## src/hdl/mbrhm_pkg.sv

```systemverilog
// ----------------------------------------------------------------------------
// mbrhm_pkg
// Shared types, codes and the CRC-16 byte step for the Modbus read master.
// ----------------------------------------------------------------------------
package mbrhm_pkg;

	// Kinds of input items.
	typedef enum logic [1:0] {
		KIND_REQUEST = 2'd0,
		KIND_BYTE    = 2'd1,
		KIND_TICK    = 2'd2
	} item_kind_t;

	// Kinds of result items.
	typedef enum logic [1:0] {
		RES_TX_BYTE = 2'd0,
		RES_REGISTER = 2'd1,
		RES_STATUS  = 2'd2
	} result_kind_t;

	// Transaction status codes.
	typedef enum logic [2:0] {
		STAT_OK       = 3'd0,
		STAT_BAD_FUNC = 3'd1,
		STAT_BAD_LEN  = 3'd2,
		STAT_BAD_CRC  = 3'd3,
		STAT_TIMEOUT  = 3'd4
	} status_code_t;

	// Configuration register indexes.
	localparam logic [1:0] CFG_SLAVE_ID   = 2'd0;
	localparam logic [1:0] CFG_START_REG  = 2'd1;
	localparam logic [1:0] CFG_TIMEOUT    = 2'd2;

	localparam logic [7:0]  FN_READ_HOLDING = 8'h03;
	localparam logic [15:0] CRC_INIT        = 16'hFFFF;
	localparam logic [15:0] CRC_POLY        = 16'hA001;
	localparam logic [7:0]  SLAVE_ID_RESET  = 8'd1;
	localparam logic [15:0] START_REG_RESET = 16'd0;
	localparam logic [15:0] TIMEOUT_RESET   = 16'd500;

	// Commands from the controller to the datapath.
	typedef struct packed {
		logic accept;
		logic tx_beat;
		logic check;
		logic rd_en;
		logic hi_cap;
		logic reg_beat;
		logic stat_beat;
	} mbrhm_cmd_t;

	// Status from the datapath to the controller.
	typedef struct packed {
		logic ev_request;
		logic ev_reply_done;
		logic ev_timeout;
		logic check_err;
		logic tx_last;
		logic reg_last;
		logic out_free;
	} mbrhm_stat_t;

	// One result beat as held in the output register.
	typedef struct packed {
		logic [1:0]  result_kind;
		logic [7:0]  tx_byte;
		logic [5:0]  reg_index;
		logic [15:0] reg_value;
		logic [2:0]  status;
		logic [31:0] error_total;
		logic [31:0] good_total;
		logic        last;
	} mbrhm_result_t;

	// CRC-16 update by one byte, reflected polynomial, LSB first.
	function automatic logic [15:0] crc_byte(input logic [15:0] crc_in,
		input logic [7:0] data);
		logic [15:0] c;
		c = crc_in ^ {8'h00, data};
		for (int b = 0; b < 8; b++) begin
			if (c[0]) begin
				c = (c >> 1) ^ CRC_POLY;
			end else begin
				c = c >> 1;
			end
		end
		return c;
	endfunction

endpackage

```

## src/hdl/mbrhm_item_if.sv

```systemverilog
// ----------------------------------------------------------------------------
// mbrhm_item_if
// Input channel: valid/ready handshake carrying one input item per beat.
// ----------------------------------------------------------------------------
interface mbrhm_item_if;
	logic       valid;
	logic       ready;
	logic [1:0] kind;
	logic [7:0] rx_byte;

	modport source (output valid, output kind, output rx_byte, input ready);
	modport sink (input valid, input kind, input rx_byte, output ready);
endinterface

```

## src/hdl/mbrhm_result_if.sv

```systemverilog
// ----------------------------------------------------------------------------
// mbrhm_result_if
// Output channel: valid/ready handshake carrying one result item per beat.
// ----------------------------------------------------------------------------
interface mbrhm_result_if;
	logic        valid;
	logic        ready;
	logic [1:0]  result_kind;
	logic [7:0]  tx_byte;
	logic [5:0]  reg_index;
	logic [15:0] reg_value;
	logic [2:0]  status;
	logic [31:0] error_total;
	logic [31:0] good_total;
	logic        last;

	modport source (output valid, output result_kind, output tx_byte,
		output reg_index, output reg_value, output status, output error_total,
		output good_total, output last, input ready);
	modport sink (input valid, input result_kind, input tx_byte,
		input reg_index, input reg_value, input status, input error_total,
		input good_total, input last, output ready);
endinterface

```

## src/hdl/mbrhm_ram.sv

```systemverilog
// ----------------------------------------------------------------------------
// mbrhm_ram
// Generic single-write, single-read RAM with a registered read port.
// ----------------------------------------------------------------------------
module mbrhm_ram #(
	parameter int WIDTH = 8,
	parameter int DEPTH = 37
) (
	input  logic                     clk,
	input  logic                     we,
	input  logic [$clog2(DEPTH)-1:0] waddr,
	input  logic [WIDTH-1:0]         wdata,
	input  logic                     re,
	input  logic [$clog2(DEPTH)-1:0] raddr,
	output logic [WIDTH-1:0]         rdata
);
	logic [WIDTH-1:0] mem_q [DEPTH];
	logic [WIDTH-1:0] rdata_q;

	always_ff @(posedge clk) begin
		if (we) begin
			mem_q[waddr] <= wdata;
		end
		if (re) begin
			rdata_q <= mem_q[raddr];
		end
	end

	assign rdata = rdata_q;
endmodule

```

## src/hdl/mbrhm_datapath.sv

```systemverilog
// ----------------------------------------------------------------------------
// mbrhm_datapath
// Configuration, reply store, CRC unit, counters and the result register.
// ----------------------------------------------------------------------------
module mbrhm_datapath
	import mbrhm_pkg::*;
#(
	parameter int NUM_REGS = 16
) (
	input  logic                   clk,
	input  logic                   arst_n,
	input  logic                   cfg_we,
	input  logic [1:0]             cfg_index,
	input  logic [15:0]            cfg_data,
	input  logic [1:0]             item_kind,
	input  logic [7:0]             item_rx_byte,
	input  mbrhm_cmd_t             cmd,
	output mbrhm_stat_t            stat,
	mbrhm_result_if.source         result
);
	localparam int REPLY_BYTES = 5 + 2 * NUM_REGS;
	localparam int AW          = $clog2(REPLY_BYTES);
	localparam logic [7:0] BYTE_COUNT = 8'(2 * NUM_REGS);
	localparam logic [7:0] NUM_REGS_HI = 8'(NUM_REGS >> 8);
	localparam logic [7:0] NUM_REGS_LO = 8'(NUM_REGS);

	logic [7:0]    slave_id_q;
	logic [15:0]   start_reg_q;
	logic [15:0]   timeout_q;
	logic          waiting_q;
	logic [AW-1:0] len_q;
	logic [15:0]   elapsed_q;
	logic [31:0]   error_q;
	logic [31:0]   frame_q;
	logic [2:0]    tx_idx_q;
	logic [AW-1:0] rd_addr_q;
	logic [5:0]    reg_idx_q;
	status_code_t  status_q;
	logic          out_valid_q;

	logic [15:0]   crc_q;
	logic [7:0]    b0_q;
	logic          bad_fn_q;
	logic          bad_cnt_q;
	logic [15:0]   got_q;
	logic [7:0]    hi_q;
	mbrhm_result_t out_q;

	logic          is_byte;
	logic          is_tick;
	logic          ram_we;
	logic [7:0]    rdata;
	logic [7:0]    tx_mux;
	status_code_t  check_code;
	logic          out_load;
	mbrhm_result_t out_d;

	assign is_byte = cmd.accept && (item_kind == KIND_BYTE) && waiting_q;
	assign is_tick = cmd.accept && (item_kind == KIND_TICK) && waiting_q;
	assign ram_we  = is_byte;

	mbrhm_ram #(
		.WIDTH(8),
		.DEPTH(REPLY_BYTES)
	) u_store (
		.clk   (clk),
		.we    (ram_we),
		.waddr (len_q),
		.wdata (item_rx_byte),
		.re    (cmd.rd_en),
		.raddr (rd_addr_q),
		.rdata (rdata)
	);

	always_comb begin
		unique case (tx_idx_q)
			3'd0: tx_mux = slave_id_q;
			3'd1: tx_mux = FN_READ_HOLDING;
			3'd2: tx_mux = start_reg_q[15:8];
			3'd3: tx_mux = start_reg_q[7:0];
			3'd4: tx_mux = NUM_REGS_HI;
			3'd5: tx_mux = NUM_REGS_LO;
			3'd6: tx_mux = crc_q[7:0];
			default: tx_mux = crc_q[15:8];
		endcase
	end

	// Checks run in the order address/function, byte count, CRC.
	always_comb begin
		priority if (b0_q != slave_id_q || bad_fn_q) begin
			check_code = STAT_BAD_FUNC;
		end else if (bad_cnt_q) begin
			check_code = STAT_BAD_LEN;
		end else if (crc_q != got_q) begin
			check_code = STAT_BAD_CRC;
		end else begin
			check_code = STAT_OK;
		end
	end

	assign stat.ev_request    = item_kind == KIND_REQUEST;
	assign stat.ev_reply_done = (item_kind == KIND_BYTE) && waiting_q &&
		(len_q == AW'(REPLY_BYTES - 1));
	assign stat.ev_timeout    = (item_kind == KIND_TICK) && waiting_q &&
		(elapsed_q >= timeout_q);
	assign stat.check_err     = check_code != STAT_OK;
	assign stat.tx_last       = tx_idx_q == 3'd7;
	assign stat.reg_last      = reg_idx_q == 6'(NUM_REGS - 1);
	assign stat.out_free      = !out_valid_q || result.ready;

	assign out_load = cmd.tx_beat || cmd.reg_beat || cmd.stat_beat;

	always_comb begin
		out_d = '0;
		if (cmd.tx_beat) begin
			out_d.result_kind = RES_TX_BYTE;
			out_d.tx_byte     = tx_mux;
			out_d.last        = tx_idx_q == 3'd7;
		end else if (cmd.reg_beat) begin
			out_d.result_kind = RES_REGISTER;
			out_d.reg_index   = reg_idx_q;
			out_d.reg_value   = {hi_q, rdata};
		end else begin
			out_d.result_kind = RES_STATUS;
			out_d.status      = status_q;
			out_d.error_total = error_q;
			out_d.good_total  = frame_q;
			out_d.last        = 1'b1;
		end
	end

	// Control state.
	always_ff @(posedge clk or negedge arst_n) begin
		if (!arst_n) begin
			slave_id_q  <= SLAVE_ID_RESET;
			start_reg_q <= START_REG_RESET;
			timeout_q   <= TIMEOUT_RESET;
			waiting_q   <= 1'b0;
			len_q       <= '0;
			elapsed_q   <= '0;
			error_q     <= '0;
			frame_q     <= '0;
			tx_idx_q    <= '0;
			rd_addr_q   <= '0;
			reg_idx_q   <= '0;
			status_q    <= STAT_OK;
			out_valid_q <= 1'b0;
		end else begin
			if (cfg_we) begin
				unique case (cfg_index)
					CFG_SLAVE_ID:  slave_id_q  <= cfg_data[7:0];
					CFG_START_REG: start_reg_q <= cfg_data;
					CFG_TIMEOUT:   timeout_q   <= cfg_data;
					default: ;
				endcase
			end

			if (cmd.accept && item_kind == KIND_REQUEST) begin
				waiting_q <= 1'b1;
				len_q     <= '0;
				elapsed_q <= '0;
				tx_idx_q  <= '0;
			end else if (is_byte) begin
				len_q <= len_q + AW'(1);
				if (len_q == AW'(REPLY_BYTES - 1)) begin
					waiting_q <= 1'b0;
				end
			end else if (is_tick) begin
				if (elapsed_q >= timeout_q) begin
					waiting_q <= 1'b0;
					error_q   <= error_q + 32'd1;
					status_q  <= STAT_TIMEOUT;
				end else begin
					elapsed_q <= elapsed_q + 16'd1;
				end
			end

			if (cmd.tx_beat) begin
				tx_idx_q <= tx_idx_q + 3'd1;
			end

			if (cmd.check) begin
				status_q  <= check_code;
				rd_addr_q <= AW'(3);
				reg_idx_q <= '0;
				if (check_code != STAT_OK) begin
					error_q <= error_q + 32'd1;
				end else begin
					frame_q <= frame_q + 32'd1;
				end
			end

			if (cmd.rd_en) begin
				rd_addr_q <= rd_addr_q + AW'(1);
			end
			if (cmd.reg_beat) begin
				reg_idx_q <= reg_idx_q + 6'd1;
			end

			if (out_load) begin
				out_valid_q <= 1'b1;
			end else if (result.ready) begin
				out_valid_q <= 1'b0;
			end
		end
	end

	// Payload registers.
	always_ff @(posedge clk) begin
		if (cmd.accept && item_kind == KIND_REQUEST) begin
			crc_q <= CRC_INIT;
		end else if (is_byte) begin
			if (len_q < AW'(REPLY_BYTES - 2)) begin
				crc_q <= crc_byte(crc_q, item_rx_byte);
			end
			if (len_q == AW'(0)) begin
				b0_q <= item_rx_byte;
			end
			if (len_q == AW'(1)) begin
				bad_fn_q <= item_rx_byte != FN_READ_HOLDING;
			end
			if (len_q == AW'(2)) begin
				bad_cnt_q <= item_rx_byte != BYTE_COUNT;
			end
			if (len_q == AW'(REPLY_BYTES - 2)) begin
				got_q[7:0] <= item_rx_byte;
			end
			if (len_q == AW'(REPLY_BYTES - 1)) begin
				got_q[15:8] <= item_rx_byte;
			end
		end else if (cmd.tx_beat) begin
			// The request CRC covers the first six frame bytes; after the
			// last frame byte the register restarts for the reply.
			if (tx_idx_q < 3'd6) begin
				crc_q <= crc_byte(crc_q, tx_mux);
			end else if (tx_idx_q == 3'd7) begin
				crc_q <= CRC_INIT;
			end
		end

		if (cmd.hi_cap) begin
			hi_q <= rdata;
		end

		if (out_load) begin
			out_q <= out_d;
		end
	end

	assign result.valid       = out_valid_q;
	assign result.result_kind = out_q.result_kind;
	assign result.tx_byte     = out_q.tx_byte;
	assign result.reg_index   = out_q.reg_index;
	assign result.reg_value   = out_q.reg_value;
	assign result.status      = out_q.status;
	assign result.error_total = out_q.error_total;
	assign result.good_total  = out_q.good_total;
	assign result.last        = out_q.last;
endmodule

```

## src/hdl/mbrhm_ctrl.sv

```systemverilog
// ----------------------------------------------------------------------------
// mbrhm_ctrl
// Transaction sequencer: frame transmit, reply check and register readout.
// ----------------------------------------------------------------------------
module mbrhm_ctrl
	import mbrhm_pkg::*;
(
	input  logic        clk,
	input  logic        arst_n,
	input  logic        item_valid,
	output logic        item_ready,
	input  mbrhm_stat_t stat,
	output mbrhm_cmd_t  cmd
);
	typedef enum logic [6:0] {
		ST_IDLE    = 7'b0000001,
		ST_TX      = 7'b0000010,
		ST_CHECK   = 7'b0000100,
		ST_RD_HI   = 7'b0001000,
		ST_RD_LO   = 7'b0010000,
		ST_REG_OUT = 7'b0100000,
		ST_STATUS  = 7'b1000000
	} state_t;

	state_t state_q;
	state_t state_d;
	logic   accept;

	assign item_ready = state_q == ST_IDLE;
	assign accept     = item_valid && item_ready;

	always_comb begin
		state_d       = state_q;
		cmd           = '0;
		cmd.accept    = accept;
		unique case (state_q)
			ST_IDLE: begin
				if (accept) begin
					priority if (stat.ev_request) begin
						state_d = ST_TX;
					end else if (stat.ev_reply_done) begin
						state_d = ST_CHECK;
					end else if (stat.ev_timeout) begin
						state_d = ST_STATUS;
					end else begin
						state_d = ST_IDLE;
					end
				end
			end
			ST_TX: begin
				if (stat.out_free) begin
					cmd.tx_beat = 1'b1;
					if (stat.tx_last) begin
						state_d = ST_IDLE;
					end
				end
			end
			ST_CHECK: begin
				cmd.check = 1'b1;
				state_d   = stat.check_err ? ST_STATUS : ST_RD_HI;
			end
			ST_RD_HI: begin
				cmd.rd_en = 1'b1;
				state_d   = ST_RD_LO;
			end
			ST_RD_LO: begin
				// The high byte arrives while the low byte is being read.
				cmd.rd_en  = 1'b1;
				cmd.hi_cap = 1'b1;
				state_d    = ST_REG_OUT;
			end
			ST_REG_OUT: begin
				if (stat.out_free) begin
					cmd.reg_beat = 1'b1;
					state_d      = stat.reg_last ? ST_STATUS : ST_RD_HI;
				end
			end
			ST_STATUS: begin
				if (stat.out_free) begin
					cmd.stat_beat = 1'b1;
					state_d       = ST_IDLE;
				end
			end
			default: state_d = ST_IDLE;
		endcase
	end

	always_ff @(posedge clk or negedge arst_n) begin
		if (!arst_n) begin
			state_q <= ST_IDLE;
		end else begin
			state_q <= state_d;
		end
	end
endmodule

```

## src/hdl/modbus_read_holding_master_top.sv

```systemverilog
// ----------------------------------------------------------------------------
// modbus_read_holding_master_top
// Modbus RTU master for one read-holding-registers transaction.
// ----------------------------------------------------------------------------
// A request item produces the eight request frame bytes, one beat per cycle
// while the result sink is ready. The byte that completes the reply leads to
// a check, then for each register two reads of the single reply-store read
// port and one result beat, and at the end one status beat. A failed reply
// gives a single status beat after the check; a timeout gives one too. One
// item is handled at a time; a new item is taken while the last result beat
// still waits in the output register. The reply store needs no clearing
// after reset. Configuration is written through cfg_we, cfg_index and
// cfg_data; writes to unused indexes are ignored.
module modbus_read_holding_master_top
	import mbrhm_pkg::*;
#(
	parameter int NUM_REGS = 16
) (
	input  logic           clk,
	input  logic           arst_n,
	input  logic           cfg_we,
	input  logic [1:0]     cfg_index,
	input  logic [15:0]    cfg_data,
	mbrhm_item_if.sink     item,
	mbrhm_result_if.source result
);
	mbrhm_cmd_t  cmd;
	mbrhm_stat_t stat;
	logic        item_ready;

	assign item.ready = item_ready;

	mbrhm_ctrl u_ctrl (
		.clk        (clk),
		.arst_n     (arst_n),
		.item_valid (item.valid),
		.item_ready (item_ready),
		.stat       (stat),
		.cmd        (cmd)
	);

	mbrhm_datapath #(
		.NUM_REGS(NUM_REGS)
	) u_datapath (
		.clk          (clk),
		.arst_n       (arst_n),
		.cfg_we       (cfg_we),
		.cfg_index    (cfg_index),
		.cfg_data     (cfg_data),
		.item_kind    (item.kind),
		.item_rx_byte (item.rx_byte),
		.cmd          (cmd),
		.stat         (stat),
		.result       (result)
	);
endmodule
```

## src/flat_wrapper.sv

```systemverilog
// flat-port wrapper written by rule: the top's interface ports become plain ports
module modbus_read_holding_master_top_flat import mbrhm_pkg::*;
#(
	parameter int NUM_REGS = 16
)
  (clk, arst_n, cfg_we, cfg_index, cfg_data, item_valid, item_kind, item_rx_byte, item_ready, result_valid, result_result_kind, result_tx_byte, result_reg_index, result_reg_value, result_status, result_error_total, result_good_total, result_last, result_ready);
  mbrhm_item_if item_i ();
  mbrhm_result_if result_i ();
  input  logic clk;
  input  logic arst_n;
  input  logic cfg_we;
  input  logic [1:0] cfg_index;
  input  logic [15:0] cfg_data;
  input wire logic [$bits(item_i.valid)-1:0] item_valid;
  input wire logic [$bits(item_i.kind)-1:0] item_kind;
  input wire logic [$bits(item_i.rx_byte)-1:0] item_rx_byte;
  output wire logic [$bits(item_i.ready)-1:0] item_ready;
  output wire logic [$bits(result_i.valid)-1:0] result_valid;
  output wire logic [$bits(result_i.result_kind)-1:0] result_result_kind;
  output wire logic [$bits(result_i.tx_byte)-1:0] result_tx_byte;
  output wire logic [$bits(result_i.reg_index)-1:0] result_reg_index;
  output wire logic [$bits(result_i.reg_value)-1:0] result_reg_value;
  output wire logic [$bits(result_i.status)-1:0] result_status;
  output wire logic [$bits(result_i.error_total)-1:0] result_error_total;
  output wire logic [$bits(result_i.good_total)-1:0] result_good_total;
  output wire logic [$bits(result_i.last)-1:0] result_last;
  input wire logic [$bits(result_i.ready)-1:0] result_ready;
  assign item_i.valid = item_valid;
  assign item_i.kind = item_kind;
  assign item_i.rx_byte = item_rx_byte;
  assign item_ready = item_i.ready;
  assign result_valid = result_i.valid;
  assign result_result_kind = result_i.result_kind;
  assign result_tx_byte = result_i.tx_byte;
  assign result_reg_index = result_i.reg_index;
  assign result_reg_value = result_i.reg_value;
  assign result_status = result_i.status;
  assign result_error_total = result_i.error_total;
  assign result_good_total = result_i.good_total;
  assign result_last = result_i.last;
  assign result_i.ready = result_ready;
  modbus_read_holding_master_top #(.NUM_REGS(NUM_REGS)) u_core (.clk(clk), .arst_n(arst_n), .cfg_we(cfg_we), .cfg_index(cfg_index), .cfg_data(cfg_data), .item(item_i), .result(result_i));
endmodule
```

## config.mk

```make
export PLATFORM = sky130hd
export DESIGN_NAME = modbus_read_holding_master_top_flat
export DESIGN_NICKNAME = d
export VERILOG_FILES = /design/src/hdl/mbrhm_pkg.sv /design/src/hdl/mbrhm_item_if.sv /design/src/hdl/mbrhm_result_if.sv /design/src/hdl/mbrhm_ram.sv /design/src/hdl/mbrhm_datapath.sv /design/src/hdl/mbrhm_ctrl.sv /design/src/hdl/modbus_read_holding_master_top.sv /design/src/flat_wrapper.sv
export SDC_FILE = /design/constraint.sdc
export NUM_CORES = 1
export LEC_CHECK = 0
export BUFFER_PORTS_ARGS = -buffer_cell sky130_fd_sc_hd__buf_4
export CAP_MARGIN = 10
export CORE_UTILIZATION = 30
export CTS_CLUSTER_DIAMETER = 50
export DETAILED_ROUTE_END_ITERATION = 6
export PLACE_DENSITY = 0.48
export SLEW_MARGIN = 20
export SYNTH_ARGS = -nofsm -noshare
export SYNTH_HDL_FRONTEND = slang
export SYNTH_SLANG_ARGS = --single-unit
```

## constraint.sdc

```tcl
create_clock -name clk -period 18.21 [get_ports clk]
set_input_delay 1.821 -clock clk [delete_from_list [all_inputs] [get_ports clk]]
set_output_delay 1.821 -clock clk [all_outputs]
set_load 0.05 [all_outputs]
```

==> results.md <==
- The flow ran to the end, and the final reports show no timing, DRC or antenna violations.
- The mean area per synthesized cell is 15.3 um2.
- In this run, flip-flops and latches consume 43.1% of the power.
- The number of pins exceeding their max-slew limit in the final report was 0.
- After floorplanning, the core was divided into 106 placement rows.
- The critical path goes through or3_1, or4_1, inv_2, buf_4.
- The placeable core region is 0.0841 mm2.
- The filler cells instantiated in the layout total 8041.
- The clock insertion delay at the later pin of the skew report is 640 ps.
- Detailed placement finished with a half-perimeter wire length of 40.6 mm.
- The tree is rooted in a sky130_fd_sc_hd__clkbuf_16.
- The fraction of layout cells with a size suffix above 1 is 23.9%.
- The total clock sinks is 607.
- The portion of synthesized cell area occupied by the leading cell type is 51.3%.
- The cell leakage power is 11.1 nW.
- The required time of the critical path is 16390 ps.
- For this run, the detailed router's first-pass iteration total came to 5.
- Setup violations remaining at the end of the flow were counted as 0.
- In the final design database the tool counted 1893 nets.
- The horizontal extent of the die is 294 um.
- The combined area of the multi-input logic cells is 0.00785 mm2.
- After global routing the overflow that remains totals 0.
- At the pin with the least slew margin, the transition time is 1060 ps.
- Setup repair after global routing left no endpoint under its margin.
- Counting flops with an async set or reset pin after synthesis yields a share of 25.2%.
- The post-synthesis instance area is 0.0256 mm2.
- The starting density of the core is 30.5%.
- The clock passes through at most 3 buffers.
- At the worst endpoint, the arrival time is 2570 ps.
- The hold violation count in the final report came to 0.
- The routed via count divided by cell count is 4.82.
- TritonCTS built the clock tree.
- After clock tree synthesis, the repair step resized 0 gates.
- The number of synthesized flops with an enable pin is 438.
- After technology mapping, the gate count stands at 1676.
- The achievable clock frequency is 0.228 GHz.
- After synthesis the netlist holds a flip-flop and latch count of 607.
- The sum of negative setup slack is 0 ps.
- Net switching is 28.3% of the power.
- The prevailing post-synth register cell is sky130_fd_sc_hd__edfxtp_1.
- The portion of total power attributed to combinational logic is 17.3%.
- The count of nets left with antenna violations once routing finished came out at 0.
- Of the synthesized area, sequential elements account for 67.5%.
- The worst pin sits at a relative slew slack of 29.1%.
- The pin count of the biggest net entering global routing is 87.
- The via count of the first global-routing pass came to 14801.
- The total routing usage reported by global routing is 14.4%.
- The repair_antennas step left the layout with diodes totalling 0.
- The element type at the critical path start is a flip-flop.
- The min-delay analysis places its worst path in the category flip-flop to flip-flop.
- Across the run, the number of max-cap violations was 0.
- In this run the tool buffered the top-level ports with 134 buffer cells.
- The synthesized design spends more area on one cell type than any other, namely sky130_fd_sc_hd__edfxtp_1.
- Routability-driven placement finished with a final weighted congestion of 0.797.
- The clock network accounts for 39.6% of the total power.
- The average detailed-routed wire length per instance is 20.5 um.
- The number of antenna violations at the first check in global routing is 0.
- The synthesized netlist net count is 1740.
- The die is 294 um tall.
- Leaving out fill and tap cells, the most frequent cell in the layout is sky130_fd_sc_hd__edfxtp_1.
- The floorplan step defined a die boundary enclosing 0.0866 mm2.
- The slowest stage of the critical path belongs to the cell sky130_fd_sc_hd__or4_1.
- The post-route DRC violation count is 0.
- The minimum clock period after layout is 4390 ps.
- Power comes to 3.75 mW.
- The synthesis-to-layout area growth is 18.9%.
- The H-tree depth reported by CTS is 3.
- The total power density per cell area is 123 mW/mm2.
- The final routed wirelength across all metal layers is 62.0 mm.
- TritonCTS created 78 clock buffers.
- For the final database, setup skew stands at 50.4 ps.
- Yosys attributes the largest share of cell area to sky130_fd_sc_hd__edfxtp_1, sky130_fd_sc_hd__dfrtp_1, sky130_fd_sc_hd__mux4_2.
- The category of the critical setup timing path is flip-flop to output pin.
- After layout, the worst path uses 24.1% of the clock period.
- For this run, the slowest stage of the critical path takes 690 ps.
- Summed over all nets, the switching power comes to 1.06 mW.
- In this run, post-CTS hold repair placed 0 buffers.
- The number of vias in the routed layout is 14562.
- The library cells used most frequently in the layout, excluding fill and tap cells, are sky130_fd_sc_hd__edfxtp_1, sky130_fd_sc_hd__buf_4, sky130_fd_sc_hd__dfrtp_1.
- The largest fanout on the critical path is 10.
- 135 I/O pins were placed.
- For this run, the number of Yosys warnings is 0.
- The sequential standard cell area is 0.0173 mm2.
- The first-pass GRT wire length is 93.9 mm.
- The distinct cell type count after synthesis is 72.
- Across the VDD grid, the largest voltage drop is 0.000106 V.
- STA classifies the critical path endpoint as an output pin.
- The first routing iteration left 1035 violations.
- Clock-pin slew was measured on the worst setup and hold paths at 50 ps.
- Cell internal power was estimated by the tool at 2.69 mW.
- The setup fix buffers added after clock tree synthesis is 0.
worst max-delay path: cells and delay by family, from the launching register on:
kind                   cells  cell delay (ps)
AND/OR/NAND/NOR            2             1120
flip-flops                 1              460
buffers and inverters      2              380
power by group through the flow:
stage / Sequential [mW] / Clock, mW / Combinational (mW)
detailed placement: 1.64 / 0 / 0.649
global placement: 1.64 / 0 / 0.645
CTS: 1.62 / 1.53 / 0.652
global route: 1.62 / 1.58 / 0.709
floorplan: 1.66 / 0 / 0.452
finish: 1.62 / 1.49 / 0.650
cell families (layout without fill, tap and decap cells):
group / after synthesis / after routing / share of synthesized area (%)
simple gates: 480 / 480 / 9.98
mux: 151 / 151 / 10.5
xor+xnor: 147 / 147 / 5.13
buf+inv: 127 / 341 / 2.01
fa+ha+maj: 31 / 31 / 1.51
compound gates: 133 / 133 / 3.36
flops: 607 / 607 / 67.5
sequential cells by signal (all words and copies together) (netlist names), 7 cells and up:
signal                                count
u_core.u_ctrl.state_q                     7
u_core.u_datapath.b0_q                    8
u_core.u_datapath.crc_q                  16
u_core.u_datapath.elapsed_q              16
u_core.u_datapath.error_q                32
u_core.u_datapath.frame_q                32
u_core.u_datapath.got_q                  16
u_core.u_datapath.hi_q                    8
u_core.u_datapath.result.error_total     32
u_core.u_datapath.result.good_total      32
u_core.u_datapath.result.reg_value       16
u_core.u_datapath.result.tx_byte          8
u_core.u_datapath.slave_id_q              8
u_core.u_datapath.start_reg_q            16
u_core.u_datapath.timeout_q              16
u_core.u_datapath.u_store.mem_q         296
u_core.u_datapath.u_store.rdata           8
synthesized netlist by cell type, drive strengths merged, types with 5 or more instances:
cell type and number:
o21ai 43, nor4b 8, inv 42, xor2 52, xnor2 94, nor4 30
and3 89, nand2 77, and4 6, nor2 112, edfxtp 438, o211ai 8
nor2b 12, mux4 88, nand3b 5, nand4 20, a211oi 9, a21oi 26
mux2i 12, clkbuf 68, a21o 8, nand2b 8, dfrtp 145, buf 17
dfstp 8, and2 30, dfxtp 16, nor3 23, ha 31, nand3 41
mux2 51, a222oi 5, or3 8
final timing paths:
check                           slack [ps]  cells past startpoint                                               end                                    startpoint
worst max-delay path                 13820                      4                                        item_ready          u_core.u_ctrl.state_q[5]$_DFFE_PN0P_
worst min-delay path                   450                      0               u_core.u_datapath.hi_q[4]$_DFFE_PP_  u_core.u_datapath.u_store.rdata[4]$_DFFE_PN_
worst max register to register       14020                      6  u_core.u_datapath.u_store.mem_q[35][2]$_DFFE_PP_          u_core.u_ctrl.state_q[5]$_DFFE_PN0P_
worst min register to register         450                      0               u_core.u_datapath.hi_q[4]$_DFFE_PP_  u_core.u_datapath.u_store.rdata[4]$_DFFE_PN_
max in group asynchronous            15380                      2        u_core.u_datapath.rd_addr_q[0]$_DFFE_PN0P_                                        arst_n
min in group asynchronous             1300                      1       u_core.u_datapath.elapsed_q[14]$_DFFE_PN0P_                                        arst_n
per-layer routing:
layer	up-vias	GRT usage (%)	share of wire, %
met3	84	3.23	5.9
met1	7406	19.8	46
met4	0	4.05	1.9
met5	-	0	0
li1	6664	-	-
met2	408	22.6	46
stage by stage:
| stage | cell area, um2 | setup slack [ps] | hold slack (ps) | std cells | util [%] |
|---|---|---|---|---|---|
| 3_3_place_gp | 27900 | 13490 | 431 | 2883 | 33.2 |
| 6_report | 30500 | 13820 | 453 | 3024 | 36.2 |
| 5_1_grt | 30500 | 13720 | 467 | 3024 | 36.2 |
| 4_1_cts | 30500 | 13790 | 454 | 3024 | 36.2 |
| 2_1_floorplan | 25600 | 11600 | 417 | 1676 | - |
| 3_5_place_dp | 27900 | 13460 | 441 | 2883 | 33.2 |
final cells by class:
| type | count | area share [%] |
|---|---|---|
| clock buffers | 94 | 6.87 |
| clock inverters | 47 | 1.47 |
| inverters | 42 | 0.517 |
| multi-input cells | 942 | 25.8 |
| flip-flops and latches | 607 | 56.8 |
| well taps | 1134 | 4.66 |
| repair buffers | 158 | 3.90 |
No activity file was read; power rests on OpenSTA's default activity.
